[config.mk]
export PLATFORM = sky130hd
export DESIGN_NAME = ris_front
export DESIGN_NICKNAME = d
export VERILOG_FILES = /design/src/rtl/ris_pkg.sv /design/src/rtl/ris_front.sv
export SDC_FILE = /design/constraint.sdc
export NUM_CORES = 1
export LEC_CHECK = 0
export ABC_AREA = 1
export BUFFER_PORTS_ARGS = -buffer_cell sky130_fd_sc_hd__buf_2
export CORE_AREA = 5 5 344 346
export DETAILED_ROUTE_END_ITERATION = 10
export DIE_AREA = 0 0 349 351
export PLACE_DENSITY_LB_ADDON = 0.25
export SYNTH_ARGS = -nofsm -noshare
export SYNTH_HDL_FRONTEND = slang
export SYNTH_SLANG_ARGS = --single-unit
export TNS_END_PERCENT = 1
[constraint.sdc]
create_clock -name i_clk -period 21.4 [get_ports i_clk]
set_input_delay 3.21 -clock i_clk [delete_from_list [all_inputs] [get_ports i_clk]]
set_output_delay 3.21 -clock i_clk [all_outputs]
set_load 0.05 [all_outputs]
[src/rtl/ris_pkg.sv]
// Package for the reprojection inlier scorer: widths, register indexes,
// shared structs and fixed constants. No dependencies.
package ris_pkg;

    localparam int MaxPoints = 4096;
    localparam int IdxW      = 12;
    localparam int CntW      = 13;
    localparam int SumW      = 48;
    localparam int AddrW     = 6;

    localparam logic [IdxW-1:0] IndexTop =
        (MaxPoints - 1 < 4095) ? IdxW'(MaxPoints - 1) : IdxW'(4095);
    localparam logic [CntW-1:0] InlierTop = {1'b0, IndexTop} + CntW'(1);
    localparam logic [SumW-1:0] SumTop = '1;

    typedef enum logic [2:0] {
        REG_R0C01 = 3'd0,
        REG_R0C2X = 3'd1,
        REG_R1C01 = 3'd2,
        REG_R1C2Y = 3'd3,
        REG_R2C01 = 3'd4,
        REG_R2C2Z = 3'd5,
        REG_THR   = 3'd6,
        REG_NONE  = 3'd7
    } t_reg_idx;

    // one accepted point, as it crosses from the front to the back
    typedef struct packed {
        logic signed [31:0] cam_u;
        logic signed [31:0] cam_v;
        logic signed [31:0] wx;
        logic signed [31:0] wy;
        logic signed [31:0] wz;
        logic               last;
    } t_point;

    // rotation r[row][col] and shift t[row], each a signed Q16.16 word
    typedef struct packed {
        logic [2:0][2:0][31:0] r;
        logic [2:0][31:0]      t;
        logic [31:0]           thr;
    } t_pose;

    // results leaving the back part
    typedef struct packed {
        logic [IdxW-1:0] point_index;
        logic            is_inlier;
        logic [31:0]     squared_error;
        logic [CntW-1:0] inlier_count;
        logic [SumW-1:0] error_sum;
        logic            zero_depth;
        logic            set_done;
    } t_result;

endpackage

[src/rtl/ris_front.sv]
// Front part: configuration registers and point intake into a two-entry queue.
// Depends on ris_pkg.
module ris_front (
    input  logic                    i_clk,
    input  logic                    i_rst_n,
    input  logic                    psel,
    input  logic                    penable,
    input  logic                    pwrite,
    input  logic [ris_pkg::AddrW-1:0] paddr,
    input  logic [63:0]             pwdata,
    output logic [63:0]             prdata,
    input  logic                    i_pt_valid,
    output logic                    o_pt_ready,
    input  ris_pkg::t_point         i_pt,
    output logic                    o_q_valid,
    input  logic                    i_q_take,
    output ris_pkg::t_point         o_q_pt,
    output ris_pkg::t_pose          o_pose
);
    localparam int AddrW_L = ris_pkg::AddrW - 1;

    logic [63:0] r_reg [0:6];
    ris_pkg::t_point r_q [0:1];
    logic [1:0] r_cnt;
    logic w_rd;
    logic w_acc;
    logic w_to_head;
    ris_pkg::t_reg_idx w_idx;

    assign w_idx = (paddr[AddrW_L:3] > 3'd6) ? ris_pkg::REG_NONE
                 : ris_pkg::t_reg_idx'(paddr[AddrW_L:3]);

    always_ff @(posedge i_clk) begin
        if (!i_rst_n) begin
            r_reg[0] <= 64'd65536;
            r_reg[1] <= '0;
            r_reg[2] <= 64'd281474976710656;
            r_reg[3] <= '0;
            r_reg[4] <= '0;
            r_reg[5] <= 64'd65536;
            r_reg[6] <= '0;
        end else if (psel && penable && pwrite) begin
            case (w_idx)
                ris_pkg::REG_NONE: ;
                ris_pkg::REG_THR:  r_reg[6] <= {32'd0, pwdata[31:0]};
                default:           r_reg[w_idx] <= pwdata;
            endcase
        end
    end

    always_comb begin
        case (w_idx)
            ris_pkg::REG_NONE: prdata = '0;
            default:           prdata = r_reg[w_idx];
        endcase
    end

    always_comb begin
        for (int i = 0; i < 3; i++) begin
            o_pose.r[i][0] = r_reg[2*i][31:0];
            o_pose.r[i][1] = r_reg[2*i][63:32];
            o_pose.r[i][2] = r_reg[2*i+1][31:0];
            o_pose.t[i]    = r_reg[2*i+1][63:32];
        end
        o_pose.thr = r_reg[6][31:0];
    end

    // two-entry queue; the front part may accept while the back part stalls
    assign o_pt_ready = (r_cnt != 2'd2);
    assign o_q_valid  = (r_cnt != 2'd0);
    assign o_q_pt     = r_q[0];
    assign w_rd       = o_q_valid && i_q_take;
    assign w_acc      = i_pt_valid && o_pt_ready;
    assign w_to_head  = (r_cnt == 2'd0) || (r_cnt == 2'd1 && w_rd);

    always_ff @(posedge i_clk) begin
        if (!i_rst_n) begin
            r_cnt <= '0;
        end else begin
            r_cnt <= r_cnt + {1'b0, w_acc} - {1'b0, w_rd};
        end
    end

    always_ff @(posedge i_clk) begin
        if (w_acc && w_to_head) r_q[0] <= i_pt;
        else if (w_rd) r_q[0] <= r_q[1];
        if (w_acc && !w_to_head) r_q[1] <= i_pt;
    end

`ifndef SYNTHESIS
    a_cnt_max: assert property (@(posedge i_clk) disable iff (!i_rst_n) r_cnt <= 2'd2)
        else $error("queue over");
    a_no_full_acc: assert property (@(posedge i_clk) disable iff (!i_rst_n)
        r_cnt == 2'd2 |-> !o_pt_ready) else $error("accept when full");
    a_empty: assert property (@(posedge i_clk) disable iff (!i_rst_n)
        r_cnt == 2'd0 && !i_pt_valid |=> r_cnt == 2'd0) else $error("spurious entry");
`endif
endmodule

# Yosys cells after proc, flatten, opt, wreduce, memory -nomap -nowiden

Memories as Yosys holds them, arrays and structs flattened.
Cells that the tools add are included.

Bits in registers: 2
RAM bits: 770
Output and inout port bits: 643
Logic and storage cells: 48
Memories kept: 2

Add/sub/neg operators: 2
Order comparisons: 1
Equality and inequality tests: 4
Multiplexer cells: 23
Bitwise logic cells: 2
Reductions and logical operators: 13

Memories:

| name  | words | bits a word | read ports | clocked after Yosys merged registers in | write ports | line            | source |
|---|---|---|---|---|---|---|---|
| r_reg | 7     | 64          | 8          | 0                                       | 7           | ris_front.sv:22 | `logic [63:0] r_reg [0:6];` |
| r_q   | 2     | 161         | 2          | 0                                       | 2           | ris_front.sv:23 | `ris_pkg::t_point r_q [0:1];` |

Operators by type and width:

| operator                                                         | number |
|---|---|
| 64-bit 2-to-1 mux                                                | 3 |
| 161-bit 2-to-1 mux                                               | 1 |
| 64-bit OR reduction                                              | 1 |
| 1-bit 2-to-1 mux                                                 | 17 |
| 1-bit logical AND                                                | 7 |
| 3-bit == test (second input constant)                            | 2 |
| 3-bit 2-to-1 mux                                                 | 2 |
| 3-bit greater-than comparator (second input constant)            | 1 |
| 2-bit by 1-bit adder with 2-bit output                           | 1 |
| 2-bit by 1-bit == test with 1-bit output (second input constant) | 1 |
| 2-bit zero test                                                  | 1 |
| 2-bit inequality test (second input constant)                    | 1 |
| 1-bit OR                                                         | 2 |
| 2-bit nonzero test                                               | 1 |
| 2-bit OR reduction                                               | 1 |
| 2-bit by 1-bit subtractor with 2-bit output                      | 1 |
| 1-bit zero test                                                  | 1 |
| 1-bit logical OR                                                 | 1 |

# Longest topological paths before layout

Gate-level depths: netlist of run 1.

Depth after elaboration: 10
Depth in mapped cells: 10
Depth with buffers taken out: 10

# Worst setup path after synthesis of run 1

Ideal clock, no wire load.

Path type: input port to flip-flop
Start: input i_q_take
End: memory r_q[0][0] in the netlist's numbering (enable)
Library setup time: 0.904 ns
Data arrival time: 14.501 ns
Setup slack: 5.995 ns
Cell stages on the path: 2
Path buffers: 0
Cells stage by stage: inv_1 > o21ai_0

RTL lines:

| item        | line            | source |
|---|---|---|
| from (decl) | ris_front.sv:16 | `input logic i_q_take,` |
| to (decl)   | ris_front.sv:23 |  |

# Worst setup path in the final report of run 1

Start: input paddr[5] in the netlist's numbering
End: output prdata[30]

Word-level cells in the longest chain between the ends: 4

RTL lines:

| item                                                           | line            | source |
|---|---|---|
| from (decl)                                                    | ris_front.sv:9  | `input logic [ris_pkg::AddrW-1:0] paddr,` |
| 3-bit greater-than comparator                                  | ris_front.sv:30 | `assign w_idx = (paddr[AddrW_L:3] > 3'd6) ? ris_pkg::REG_NONE` |
| 3-bit 2-to-1 mux (*)                                           | ris_front.sv:30 |  |
| memory read 7 x 64 bit / 3-bit == test (equally long branches) | n/a             |  |
| 64-bit 2-to-1 mux (*)                                          | ris_front.sv:52 | `case (w_idx)` |
| to (decl)                                                      | ris_front.sv:11 | `output logic [63:0] prdata,` |

Every way passes the cells marked *; elsewhere a longest branch is shown, timed or not.

==> summary.md, run 1 <==
| Metric | Value |
|---|---|
| Status | finished clean |
| Initial Utilization | 0.320 |
| Cells after synthesis | 3,655 |
| Worst Hold Launch | r_reg[6][58] |
| Biggest area consumer among synthesized cells | edfxtp_1 |
| Floorplan row count | 125 |
| Port Buffer Count | 877 |
| Most common cell in the netlist | nand2_1 |
| Cell area after synthesis | 36,900 um^2 |
| Post-synth top area share | 0.653 |
| Switching Power | 1.95 mW |
| Reg-to-reg slack, setup | 18.44 ns |
| Wire length per cell | 23.7 um |
| Clock transition at the registers of the reported paths | 0.06 ns |
| Pint | 3.28 mW |
| Slowest cell on crit path | buf_4 |
| Fin crit share | 0.443 |
| Hold depth | 2 |
| Worst IR drop on VDD | 0.121 mV |
| Minimum clock period | 9.47 ns |
| DRT Pass-1 Iters | 5 |
| Worst setup EP type | output pin |
| Die height | 351 um |
| Hold WS | 0.425 ns |
| Post-Place Setup Slack | 11.90 ns |
| GRT Util Overall | 0.219 |
| Post-CTS Resized | 0 |
| # clock sinks | 836 |
| CP max stage delay | 0.58 ns |
| Worst-path cell chain | buf_4, buf_4, clkinv_2, buf_4, nand2_1, nor2_1, nor2_1, buf_2 |
| Post-CTS setup buffer count | 0 |
| Clock Skews | 0.0530 ns |
| IO Pins | 881 |
| Synth-to-Final Area Change | 21.1% |
| Layout Nets | 4,572 |
| Sw frac | 0.373 |
| Slew Limit Fails | 0 |
| Rel. slew slack | 0.132 |
| CP Class | in -> out |
| MaxCap Viol Count | 0 |
| Largest net degree at the start of global routing | 163 |
| Buf+Inv Stages, Crit Path | 5 |
| Antenna violations before repair | 20 |
| Core Area | 115,000 um^2 |
| Num CTS Buffers | 95 |
| Syn. warnings | 0 |
| Post-CTS Hold Fix Bufs | 0 |
| Total number of vias | 28,300 |
| Die Wd | 349 um |
| HP Class | reg -> reg |
| Setup-failing EPs final | 0 |
| CP delay by family, top | buffers and inverters |
| Cell mode on critical path | buf_4 |
| # DRC | 0 |
| Clk buf depth | 3 |
| CTS tree | built |
| Leakage | 19.2 nW |
| Seq/Total Area, Yosys | 0.672 |
| Routed wire length | 141,000 um |
| Main synth FF type | edfxtp_1 |
| CTS root buf | clkbuf_16 |
| Seq cells post-synth | 836 |
| Worst Tran Pin Value | 1.30 ns |
| Layout cells sized above 1 | 0.246 |
| Max FFs per register | 512 |
| Clk pwr share | 0.313 |
| Pwr dens | 117 nW/um^2 |
| Post-synth ARST share | 0 |
| Mapped Avg Cell Area | 10.1 um^2 |
| RSZ-0062 raised after global routing | no |
| First-pass GRT wire length | 197,000 um |
| Total design power | 5.23 mW |
| Seq pwr share | 0.418 |
| Crit-path max FO | 58 |
| Final HPWL DP | 91,800 um |
| Worst setup margin | 11.93 ns |
| Post-synth EDFFs | 802 |
| Number of global-route vias before repair | 27,600 |
| Netlist cell types | 24 |
| Combinational share of power | 0.269 |
| Initial DRC Count | 2,093 |
| Vias per std cell | 4.76 |
| Most frequent cells after synthesis | nand2_1, edfxtp_1, nor2_1, nand3_1, inv_1 |
| Register-to-Register Path Depth | 6 |
| Critical path arrival | 6.26 ns |
| Max Fclk | 106 MHz |
| Synth top area cells | edfxtp_1, nand2_1, nor2_1 |
| Cell Count Post-Placement | 5,759 |
| GP Congestion | 0.860 |
| Worst r2r src | r_cnt[0] |
| Worst Path Required | 18.19 ns |
| Routed Antenna Nets | 0 |
| Die ar. | 122,000 um^2 |
| Worst-Skew Late Latency | 0.68 ns |
| Finished Layout Cells | 5,947 |
| H-tree depth | 3 |
| Setup_tns | 0 ns |
| R2R Path End | r_q[0][85] |
| Grt ovf | 0 |
| Worst hold path endpoint | r_reg[6][58] |
| Final hold violation count | 0 |
| Critical Path Start Type | input pin |
final cells by class:
cell class | count | area, um^2
clock inverter | 55 | 599
fill | 11600 | 70500
multi-input combinational | 2188 | 8960
tap | 1524 | 1910
antenna | 11 | 27.5
inverter | 298 | 1130
sequential | 836 | 24800
timing repair buffer | 913 | 4700
clock buffer | 122 | 2550
worst reg2reg max path: stages, from the launching register on:
cell	delay, ns
dfxtp_1	0.33
a21oi_1	0.38
nand2_4	0.10
nand2_4	0.76
buf_4	0.84
nand2_1	0.22
nand2_1	0.14
per-layer routing:
| metal | up-vias | track usage | wire [um] |
|---|---|---|---|
| met1 | 13800 | 0.264 | 54800 |
| li1 | 13000 | - | - |
| met3 | 264 | 0.0827 | 14700 |
| met4 | 14 | 0.0767 | 5240 |
| met2 | 1218 | 0.359 | 65900 |
| met5 | - | 0 | 80 |
logic make-up after synthesis:
family                   synth area share
XOR/XNOR                         0.000238
other                            0.000102
adder cells (fa/ha/maj)          0.000679
AO/OA/AOI/OAI                     0.00944
AND/OR/NAND/NOR                     0.222
flip-flops                          0.672
buffers and inverters              0.0954
cells in the final DEF, fill, tap and decap left out, types with 2 or more instances in the layout:
cell	n
buf_12	2
buf_2	874
buf_4	35
bufinv_16	7
clkbuf_1	20
clkbuf_16	95
clkbuf_8	7
clkinv_1	15
clkinv_16	5
clkinv_2	18
clkinvlp_4	5
conb_1	64
dfxtp_1	34
diode_2	11
edfxtp_1	802
ha_1	2
inv_1	292
inv_2	3
inv_6	4
nand2_1	970
nand2_4	12
nand3_1	355
nand3_4	2
nand4_1	2
nor2_1	705
nor2_4	2
nor3_2	3
o21ai_0	64
o21ai_4	2
through the flow:
stage | utilization | instance area [um^2]
global placement | 0.360 | 41500
finish | 0.388 | 44600
floorplan | - | 37100
global route | 0.388 | 44600
CTS | 0.388 | 44600
detailed placement | 0.360 | 41500
worst max-delay path by stage:
stage / startpoint / to / slack [ns] / cells past startpoint
after floorplan: i_q_take / r_q[0][0] / 6.00 / 2
after global placement: paddr[5] / prdata[18] / 11.85 / 8
after detailed placement: paddr[5] / prdata[18] / 11.90 / 8
after CTS: paddr[5] / prdata[18] / 11.89 / 8
after global routing: paddr[5] / prdata[30] / 11.84 / 8
final: paddr[5] / prdata[30] / 11.93 / 8
power groups by stage:
stage	logic [mW]	clock network, mW	registers, mW
2_1_floorplan	1.02	0	2.43
3_3_place_gp	1.42	0	2.21
3_5_place_dp	1.42	0	2.22
4_1_cts	1.42	1.67	2.18
5_1_grt	1.48	1.75	2.20
6_report	1.40	1.64	2.18
No activity file was read; power rests on OpenSTA's default activity.
==> inputs of run 2 (changes only) <==
==> constraint.sdc (replaced) <==
create_clock -name i_clk -period 8.2 [get_ports i_clk]
set_input_delay 1.23 -clock i_clk [delete_from_list [all_inputs] [get_ports i_clk]]
set_output_delay 1.23 -clock i_clk [all_outputs]
set_load 0.05 [all_outputs]
==> run 2 against run 1 <==
- first-iteration DRC count increased by 9.7%
- cell area about the same
- critical path depth up 1
- largest power group unchanged
- via count fell by 0.89%
==> summary.md, run 2 (synthesis results as in run 1) <==
| Metric | Value |
|---|---|
| Status | finished clean |
| Sw frac | 0.371 (-0.00157) |
| Hold WS | 0.425 ns (+0.000249 ns) |
| CP max stage delay | 0.56 ns (-0.02 ns) |
| Worst Hold Launch | r_reg[6][41] |
| Leakage | 19.1 nW (about the same) |
| MaxCap Viol Count | 0 (unchanged) |
| H-tree depth | 3 (unchanged) |
| Worst IR drop on VDD | 0.391 mV (+220%) |
| # DRC | 0 (unchanged) |
| Crit-path max FO | 33 (-43%) |
| Critical Path Start Type | input pin |
| R2R Path End | r_q[0][138] |
| Initial Utilization | 0.320 (unchanged) |
| Antenna violations before repair | 24 (+20%) |
| Die Wd | 349 um (unchanged) |
| Post-CTS setup buffer count | 0 (unchanged) |
| Routed Antenna Nets | 0 (unchanged) |
| RSZ-0062 raised after global routing | no |
| Synth-to-Final Area Change | 21.1% (about the same) |
| Vias per std cell | 4.72 (-0.88%) |
| Final hold violation count | 0 (unchanged) |
| Clock Skews | 0.0145 ns (-0.0385 ns) |
| Setup-failing EPs final | 0 (unchanged) |
| Worst Tran Pin Value | 1.19 ns (-0.113 ns) |
| Largest net degree at the start of global routing | 163 (unchanged) |
| Slew Limit Fails | 0 (unchanged) |
| Fin crit share | 0.642 |
| Layout cells sized above 1 | 0.244 (-0.00171) |
| Final Cell Area | 44,600 um^2 (about the same) |
| Final HPWL DP | 92,000 um (+0.22%) |
| Routed wire length | 140,000 um (-0.67%) |
| CTS root buf | clkbuf_16 |
| Slowest cell on crit path | buf_4 |
| Met1 GRT Util | 0.271 (+0.00639) |
| Pwr dens | 306 nW/um^2 (+160%) |
| Met2 Use GR | 0.353 (-0.00573) |
| GP Congestion | 0.842 (-2.1%) |
| Clk buf depth | 3 (unchanged) |
| Most frequent cells in the layout | nand2_1, buf_2, edfxtp_1, nor2_1, nand3_1 |
| Reg-to-reg slack, setup | 5.22 ns (-13.22 ns) |
| Worst Path Required | 6.97 ns (-11.22 ns) |
| IO Pins | 881 (unchanged) |
| Critical path arrival | 4.04 ns (-2.22 ns) |
| Minimum clock period | 5.27 ns |
| Rel. slew slack | 0.208 (+0.0750) |
| Post-CTS Hold Fix Bufs | 0 (unchanged) |
| Combinational share of power | 0.270 (about the same) |
| Layout Nets | 4,570 (-0.044%) |
| CTS tree | built |
| Hold depth | 2 (unchanged) |
| Placed Instance Area | 41,500 um^2 (about the same) |
| Number of global-route vias before repair | 27,200 (-1.6%) |
| DRT Pass-1 Iters | 6 (+1) |
| Worst setup EP type | output pin |
| Worst-Skew Late Latency | 0.67 ns (about the same) |
| Max Fclk | 190 MHz |
| Gr busiest metal | met2 |
| Post-CTS Resized | 0 (unchanged) |
| Number of fill cells in the layout | 11,700 (+0.50%) |
| Clock transition at the registers of the reported paths | 0.05 ns (about the same) |
| Wire length per cell | 23.5 um (-0.65%) |
| Core Area | 115,000 um^2 (unchanged) |
| Worst r2r src | r_cnt[0] |
| HP Class | reg -> reg |
| Max FFs per register | 512 (unchanged) |
| Worst hold path endpoint | r_reg[6][41] |
| Grt ovf | 0 (unchanged) |
| # clock sinks | 836 (unchanged) |
| Buf+Inv Stages, Crit Path | 5 (unchanged) |
| First-pass GRT wire length | 195,000 um (-1.1%) |
| Die ar. | 122,000 um^2 (unchanged) |
| Cell mode on critical path | buf_4 |
| Initial DRC Count | 2,296 (+9.7%) |
| Switching Power | 5.07 mW (+160%) |
| Port Buffer Count | 877 (unchanged) |
| Floorplan row count | 125 (unchanged) |
| Grt met3 use | 0.0814 (-0.00122) |
| CP delay by family, top | buffers and inverters |
| Clk pwr share | 0.313 (about the same) |
| Total number of vias | 28,000 (-0.89%) |
| Pint | 8.59 mW (+160%) |
| Worst-path cell chain | buf_4, buf_4, nand2_1, inv_2, nand2_4, buf_4, nand2_1, nor2_1, buf_2 |
| Register-to-Register Path Depth | 6 (unchanged) |
| GRT Util Overall | 0.217 (-0.00168) |
| CP Class | in -> out |
| Num CTS Buffers | 94 (-1.1%) |
| Seq pwr share | 0.417 (about the same) |
| Most common cell after layout, fill and taps aside | nand2_1 |
| Die height | 351 um (unchanged) |
[run 2: cell count changes in the layout (fill, tap and decap cells not counted), moves of 2 or more]
cell       previous run  this run
buf_12                2         5
buf_4                35        31
bufinv_16             7        10
clkbuf_1             20        23
clkbuf_8              7         4
clkinv_16             5         3
clkinv_2             18        15
diode_2              11        16
[run 2: worst max path at each step]
stage,start,cells after the start,slack [ns],end
after floorplan,i_q_take,3,-0.60,r_q[0][161]
after global placement,paddr[5],9,2.76,prdata[35]
after global routing,paddr[5],9,2.79,prdata[35]
final,paddr[5],9,2.93,prdata[35]
after CTS,paddr[5],9,2.77,prdata[35]
after detailed placement,paddr[5],9,2.77,prdata[35]
[run 2: final cells by class]
type / instances / area [um^2] / share of cell area
antenna: 16 / 40.0 / 0.000897
clock buffer: 121 / 2490 / 0.0559
clock inverter: 51 / 602 / 0.0135
inverter: 298 / 1130 / 0.0253
multi-input combinational: 2188 / 8960 / 0.201
sequential: 836 / 24800 / 0.555
tap: 1524 / 1910 / 0.0427
timing repair buffer: 912 / 4730 / 0.106
[run 2: worst register-to-register path, delay by kind of cell, from the launching register on]
kind	cells	cell delay, ns
AO/OA/AOI/OAI	1	0.39
buffers and inverters	1	0.81
flip-flops	1	0.34
AND/OR/NAND/NOR	4	1.25
[run 2: power by group through the flow]
stage          Clock (mW)  Combinational, mW  Sequential [mW]
2_1_floorplan           0               2.66             6.23
3_3_place_gp            0               3.73             5.77
3_5_place_dp            0               3.72             5.78
4_1_cts              4.37               3.73             5.70
5_1_grt              4.55               3.88             5.75
6_report             4.28               3.68             5.69
[run 2: through the flow]
step	util	worst slack (ns)	std cells	power (mW)	setup TNS [ns]
CTS	0.387	2.77	5930	13.8	0
global placement	0.361	2.76	5758	9.50	0
floorplan	-	-0.603	3718	8.89	-97.04
finish	0.388	2.93	5946	13.7	0
detailed placement	0.361	2.77	5758	9.51	0
global route	0.388	2.79	5939	14.2	0
[run 2: layer usage]
layer / vias to the layer above / routed length [um]
li1: 13000 / -
met1: 13700 / 55300
met2: 1191 / 64800
met3: 201 / 15300
met4: 4 / 4320
met5: - / 27
